File: src/design/adts_pkg.sv
// Shared types and constants for the ADTS frame deframer.
// No dependencies; used by adts_hdr_decode and adts_frame_deframer.
package adts_pkg;

    // Header sizes in bytes, without and with the CRC word
    localparam int unsigned HDR_BASE = 7;
    localparam int unsigned HDR_CRC  = 9;
    localparam int unsigned HDR_MAX  = HDR_CRC;

    localparam int unsigned CNT_W  = $clog2(HDR_MAX + 1);
    localparam int unsigned FLEN_W = 13;

    // Result kind codes
    localparam logic KIND_HEADER  = 1'b0;
    localparam logic KIND_PAYLOAD = 1'b1;

    typedef logic [7:0] byte_t;

    // Decoded header fields carried on every result of a frame
    typedef struct packed {
        logic [11:0]       sync_word;
        logic [1:0]        profile;
        logic [3:0]        rate_index;
        logic [2:0]        channel_config;
        logic [FLEN_W-1:0] frame_length;
        logic [10:0]       buffer_fullness;
        logic [1:0]        raw_blocks;
        logic              no_crc;
        logic [15:0]       crc_word;
    } hdr_fields_t;

endpackage

File: src/design/adts_hdr_decode.sv
// Field extraction for one ADTS header (7 bytes, or 9 with CRC).
// Depends on adts_pkg.
module adts_hdr_decode (
    input  adts_pkg::byte_t      hdr_bytes [adts_pkg::HDR_MAX],
    output adts_pkg::hdr_fields_t fields,
    output logic [adts_pkg::CNT_W-1:0] hdr_size
);
    import adts_pkg::*;

    // Slice the header bytes into the fixed bit fields
    always_comb
    begin
        fields.no_crc          = hdr_bytes[1][0];
        fields.sync_word       = {hdr_bytes[0], hdr_bytes[1][7:4]};
        fields.profile         = hdr_bytes[2][7:6];
        fields.rate_index      = hdr_bytes[2][5:2];
        fields.channel_config  = {hdr_bytes[2][0], hdr_bytes[3][7:6]};
        fields.frame_length    = {hdr_bytes[3][1:0], hdr_bytes[4], hdr_bytes[5][7:5]};
        fields.buffer_fullness = {hdr_bytes[5][4:0], hdr_bytes[6][7:2]};
        fields.raw_blocks      = hdr_bytes[6][1:0];
        fields.crc_word        = hdr_bytes[1][0] ? 16'h0000 : {hdr_bytes[7], hdr_bytes[8]};
        hdr_size = hdr_bytes[1][0] ? CNT_W'(HDR_BASE) : CNT_W'(HDR_CRC);
    end

endmodule

File: src/design/adts_frame_deframer.sv
// Top level of the ADTS frame deframer: byte input, header and payload results.
// Depends on adts_pkg and adts_hdr_decode.
//
// Takes one ADTS stream byte per clock unless stalled and produces at most one result per byte.
// Header bytes (7, or 9 when the no-CRC bit is 0) produce no result except the
// last, which yields a header result with the decoded fields; each payload byte
// then yields a payload result repeating those fields, the last one flagged with
// frame_end. A frame_length not larger than the header size flags the header
// result itself as frame end. The sync word is reported, never checked. Throughput
// is one byte per clock while the result side does not stall. A byte accepted is
// held in the input register, and its result is loaded into the result register
// when the byte moves on from there. A stall on the result side backs up into
// in_stall once both registers are full.
module adts_frame_deframer (
    input  logic                          clk,
    input  logic                          rst_n,
    input  logic                          in_valid,
    output logic                          in_stall,
    input  adts_pkg::byte_t               stream_byte,
    output logic                          out_valid,
    input  logic                          out_stall,
    output logic                          kind,
    output adts_pkg::byte_t               payload_byte,
    output logic                          frame_end,
    output logic [11:0]                   sync_word,
    output logic [1:0]                    profile,
    output logic [3:0]                    rate_index,
    output logic [2:0]                    channel_config,
    output logic [adts_pkg::FLEN_W-1:0]   frame_length,
    output logic [10:0]                   buffer_fullness,
    output logic [1:0]                    raw_blocks,
    output logic                          no_crc,
    output logic [15:0]                   crc_word
);
    import adts_pkg::*;

    // Input register
    logic        in_valid_reg;
    byte_t       in_byte_reg;

    // Parser state
    logic              in_payload_reg;
    logic [CNT_W-1:0]  header_count_reg;
    byte_t             header_bytes_reg [HDR_MAX];
    logic [FLEN_W-1:0] payload_left_reg;
    hdr_fields_t       held_fields_reg;

    // Result register
    logic        out_valid_reg;
    logic        kind_reg;
    byte_t       payload_byte_reg;
    logic        frame_end_reg;
    hdr_fields_t out_fields_reg;

    // Step logic
    logic              advance;
    byte_t             hdr_view [HDR_MAX];
    hdr_fields_t       dec_fields;
    logic [CNT_W-1:0]  dec_size;
    logic [CNT_W-1:0]  count_inc;
    logic              hdr_done;
    logic [FLEN_W:0]   flen_diff;
    logic              has_payload;
    logic              pay_last;

    // Move the held item on when the result slot is free or being drained
    assign advance  = in_valid_reg && (!out_valid_reg || !out_stall);
    assign in_stall = in_valid_reg && !advance;

    // Header bytes as they stand once the current byte is included
    always_comb
    begin
        for (int i = 0; i < HDR_MAX; i++)
        begin
            hdr_view[i] = (header_count_reg == CNT_W'(i)) ? in_byte_reg : header_bytes_reg[i];
        end
    end

    adts_hdr_decode u_hdr_decode (
        .hdr_bytes (hdr_view),
        .fields    (dec_fields),
        .hdr_size  (dec_size)
    );

    // The header size bit is only looked at once the base header is complete
    assign count_inc   = header_count_reg + CNT_W'(1);
    assign hdr_done    = (count_inc >= CNT_W'(HDR_BASE)) && (count_inc >= dec_size);
    assign flen_diff   = {1'b0, dec_fields.frame_length} - (FLEN_W + 1)'(dec_size);
    assign has_payload = dec_fields.frame_length > FLEN_W'(dec_size);
    assign pay_last    = (payload_left_reg <= FLEN_W'(1));

    // Input register: take a byte whenever the stage is empty or moving on
    always_ff @(posedge clk or negedge rst_n)
    begin
        if (!rst_n)
        begin
            in_valid_reg <= 1'b0;
        end
        else if (!in_stall)
        begin
            in_valid_reg <= in_valid;
        end
    end

    always_ff @(posedge clk)
    begin
        if (in_valid && !in_stall)
        begin
            in_byte_reg <= stream_byte;
        end
    end

    // Header byte store: write the current byte at the collection position
    always_ff @(posedge clk)
    begin
        if (advance && !in_payload_reg && (header_count_reg < CNT_W'(HDR_MAX)))
        begin
            header_bytes_reg[header_count_reg] <= in_byte_reg;
        end
    end

    // Parser state: count header bytes, then count down the payload
    always_ff @(posedge clk or negedge rst_n)
    begin
        if (!rst_n)
        begin
            in_payload_reg   <= 1'b0;
            header_count_reg <= '0;
            payload_left_reg <= '0;
            held_fields_reg  <= '0;
        end
        else if (advance)
        begin
            if (in_payload_reg)
            begin
                if (pay_last)
                begin
                    in_payload_reg   <= 1'b0;
                    header_count_reg <= '0;
                    payload_left_reg <= '0;
                end
                else
                begin
                    payload_left_reg <= payload_left_reg - FLEN_W'(1);
                end
            end
            else if (hdr_done)
            begin
                held_fields_reg  <= dec_fields;
                header_count_reg <= '0;
                in_payload_reg   <= has_payload;
                payload_left_reg <= has_payload ? flen_diff[FLEN_W-1:0] : '0;
            end
            else
            begin
                header_count_reg <= count_inc;
            end
        end
    end

    // Result valid: set on a result, clear once taken
    always_ff @(posedge clk or negedge rst_n)
    begin
        if (!rst_n)
        begin
            out_valid_reg <= 1'b0;
        end
        else if (!out_valid_reg || !out_stall)
        begin
            out_valid_reg <= advance && (in_payload_reg || hdr_done);
        end
    end

    // Result payload: load header or payload result
    always_ff @(posedge clk)
    begin
        if (advance)
        begin
            if (in_payload_reg)
            begin
                kind_reg         <= KIND_PAYLOAD;
                payload_byte_reg <= in_byte_reg;
                frame_end_reg    <= pay_last;
                out_fields_reg   <= held_fields_reg;
            end
            else if (hdr_done)
            begin
                kind_reg         <= KIND_HEADER;
                payload_byte_reg <= '0;
                frame_end_reg    <= !has_payload;
                out_fields_reg   <= dec_fields;
            end
        end
    end

    assign out_valid       = out_valid_reg;
    assign kind            = kind_reg;
    assign payload_byte    = payload_byte_reg;
    assign frame_end       = frame_end_reg;
    assign sync_word       = out_fields_reg.sync_word;
    assign profile         = out_fields_reg.profile;
    assign rate_index      = out_fields_reg.rate_index;
    assign channel_config  = out_fields_reg.channel_config;
    assign frame_length    = out_fields_reg.frame_length;
    assign buffer_fullness = out_fields_reg.buffer_fullness;
    assign raw_blocks      = out_fields_reg.raw_blocks;
    assign no_crc          = out_fields_reg.no_crc;
    assign crc_word        = out_fields_reg.crc_word;

`ifndef SYNTHESIS
    // Payload phase never runs with a partial header pending
    a_payload_count_clear: assert property (@(posedge clk) disable iff (!rst_n)
        in_payload_reg |-> (header_count_reg == '0))
        else $error("header count nonzero during payload");

    // Payload phase always has bytes left to pass
    a_payload_left: assert property (@(posedge clk) disable iff (!rst_n)
        in_payload_reg |-> (payload_left_reg != '0))
        else $error("payload phase with nothing left");

    // Header collection never runs past the CRC header size
    a_count_bound: assert property (@(posedge clk) disable iff (!rst_n)
        header_count_reg < CNT_W'(HDR_MAX))
        else $error("header count out of range");

    // A header result that opens a payload leaves the parser in payload phase
    a_header_opens_payload: assert property (@(posedge clk) disable iff (!rst_n)
        (advance && !in_payload_reg && hdr_done && has_payload) |=> in_payload_reg)
        else $error("payload phase not entered after header");
`endif

endmodule
File: config.mk
export PLATFORM = sky130hd
export DESIGN_NAME = adts_frame_deframer
export DESIGN_NICKNAME = d
export VERILOG_FILES = /design/src/design/adts_pkg.sv /design/src/design/adts_hdr_decode.sv /design/src/design/adts_frame_deframer.sv
export SDC_FILE = /design/constraint.sdc
export NUM_CORES = 1
export LEC_CHECK = 0
export BUFFER_PORTS_ARGS = -buffer_cell sky130_fd_sc_hd__buf_4
export CORE_MARGIN = 2
export CORE_UTILIZATION = 35
export CTS_CLUSTER_SIZE = 28
export DETAILED_ROUTE_END_ITERATION = 10
export PLACE_DENSITY = 0.49
export SLEW_MARGIN = 5
export SYNTH_ARGS = -nofsm -noshare
export SYNTH_HDL_FRONTEND = slang
export SYNTH_HIERARCHICAL = 1
export SYNTH_SLANG_ARGS = --single-unit
File: constraint.sdc
create_clock -name clk -period 3.9 [get_ports clk]
set_input_delay 0.195 -clock clk [delete_from_list [all_inputs] [get_ports clk]]
set_output_delay 0.195 -clock clk [all_outputs]
set_load 0.02 [all_outputs]
==> results.json <==
{
  "outcome": "finished, final reports clean",
  "setup_total_negative_slack_ns": 0,
  "finalHoldViolCount": 0,
  "wl_per_cell_um": 19.0,
  "dpl_cell_area_um2": 11400,
  "critical_path.max_fanout": 21,
  "cap_violations": 0,
  "tritoncts_sinks": 230,
  "postSynthAreaPerCell_um2": 14.4,
  "drt_wl_total_mm": 22.9,
  "maxSlewViolCount": 0,
  "first_global_vias": 6264,
  "core-area_um2": 29800,
  "final_core_util_pct": 41.6,
  "reg2reg_setup_slack_ns": 0.26,
  "clock_tree.buffer_depth": 3,
  "fmax_ghz": 0.275,
  "combined_global_route_utilization_of_all_metal_layers_pct": 14.6,
  "insertion_delay_ns": 0.53,
  "worstPathRequired_ns": 4.31,
  "clock_tree.root_cell": "clkbuf_16",
  "num_rows": 63,
  "dieArea_um2": 31800,
  "tightest_hold_check_type": "input port to async pin",
  "setup.worst_path.end_class": "flop",
  "max-slew-margin-rel_pct": 42.8,
  "finClkSkew_ns": 0.0107,
  "drtAntennaViolNets": 0,
  "clkTransAtPathRegs_ns": 0.06,
  "detailedRoute.firstPassIterationCount": 5,
  "startpoint_type": "flop",
  "finalWorstPathRequiredPeriod_ns": 3.64,
  "pin_count_of_the_biggest_net_entering_global_routing": 60,
  "design.portCount": 88,
  "initial_utilization_pct": 35.6,
  "drt-initial-drc-count": 337,
  "fp.dieH_um": 178,
  "antenna_cells": 0,
  "unrepaired_setup_endpoints_after_global_routing": "false",
  "placement.io_buffers": 87,
  "leakage_nw": 4.80,
  "finalHoldWorstSlack_ns": 0.311,
  "n_fill_cell": 2794,
  "drcViolationCount": 0,
  "ir_worst_vdd_mv": 0.345,
  "p_total_mw": 9.60,
  "postSynthCellCount": 739,
  "vias": 6039,
  "arrival_ns": 4.05,
  "clock_tree.htree_level_count": 1,
  "hpwl_mm": 14.7,
  "finalSetupViolations": 0,
  "register_area_um2": 6490,
  "fp.dieW_um": 178,
  "grt_pass1_wl_mm": 35.5,
  "synthToLayoutAreaGrowth_pct": 16.6,
  "gr-total-overflow": 0,
  "ctsResizeCount": 0,
  "postSynthNetCount": 767,
  "multi_input_comb_area_um2": 3550,
  "setup_crit_path_kind": "flop to flop",
  "tritoncts": "yes",
  "gp_congestion": 0.843,
  "timing.final.crit_share_pct": 93.2,
  "ys_warn_count": 6,
  "power_per_cell_area_nw_per_um2": 775,
  "synthesis.area_um2": 10600,
  "nNetsFinal": 825,
  "cts_buffers": 26,
  "final_layout_size_suffix_gt1_share_pct": 43.5,
  "design_area_um2": 12400,
  "antenna_found_initial": 0,
  "route.detailed.vias_per_inst": 5.00,
  "worstMarginPinSlew_ns": 0.859
}
[worst paths after layout]
| check | startpoint | end | cells after the start |
|---|---|---|---|
| min | rst_n | held_fields_reg[48] | 2 |
| max | header_count_reg[1] | payload_left_reg[1] | 12 |
| max reg2reg | header_count_reg[1] | payload_left_reg[1] | 12 |
| max in group asynchronous | rst_n | held_fields_reg[16] | 3 |
| min reg2reg | payload_left_reg[11] | payload_left_reg[11] | 2 |
| min in group clk | stream_byte[7] | in_byte_reg[7] | 2 |
[metal layers]
metal | track usage [%] | wire length (µm) | vias to the layer above
met2 | 23.0 | 10400 | 174
met5 | 0 | 0 | -
met1 | 20.6 | 10800 | 3056
met4 | 4.34 | 558 | 0
met3 | 2.49 | 1210 | 50
li1 | - | - | 2759
[where the power goes]
group          switching (mW)  internal, mW
Clock                   0.950          1.47
Combinational            1.78          1.51
Sequential              0.378          3.51
[layout by cell type (no fill, tap or decap), types with 3 or more instances in the layout]
master,count
nor2_1,31
and2b_2,8
buf_4,101
nor3_1,10
clkbuf_16,27
mux2_2,192
nand2_1,22
clkbuf_1,7
xor2_1,8
nor2b_1,10
a21oi_1,17
ha_1,15
dlygate4sd3_1,12
clkinv_2,5
dfrtp_1,83
buf_12,3
nand2b_1,6
o21ai_0,25
edfxtp_1,146
clkbuf_8,4
nor4_1,3
and2_1,11
xnor2_1,4
inv_1,15
nand3_1,5
[per-stage QoR]
| step | std cells | setup WS, ns |
|---|---|---|
| floorplan | 739 | 0.106 |
| global placement | 1147 | 0.425 |
| detailed placement | 1147 | 0.296 |
| CTS | 1207 | 0.263 |
| global route | 1207 | 0.00657 |
| finish | 1207 | 0.264 |
[worst max-delay path, stage by stage, from the launching register on]
cell and delay [ns]:
dfrtp_1 0.47, inv_1 0.11, ha_1 0.21, nand2_1 0.21
mux2_2 0.55, inv_1 0.20, ha_1 0.27, nand2b_1 0.11
or4b_2 0.64, a31oi_4 0.24, nor2_2 0.15, a211oi_1 0.30
a21oi_1 0.06
[repair_timing]
item / 4_1_cts / 5_1_grt
hold endpoints to repair: 68 / 0
hold buffers: 12 / 0
setup buffers: 0 / 0
[final cells by class]
type                       instances  share of cell area (%)
sequential                       230                    52.4
clock buffer                      38                    6.11
clock inverter                    10                   0.808
inverter                          16                   0.515
multi-input combinational        407                    28.6
tap                              390                    3.94
timing repair buffer             116                    7.58
No activity file was read; power rests on OpenSTA's default activity.
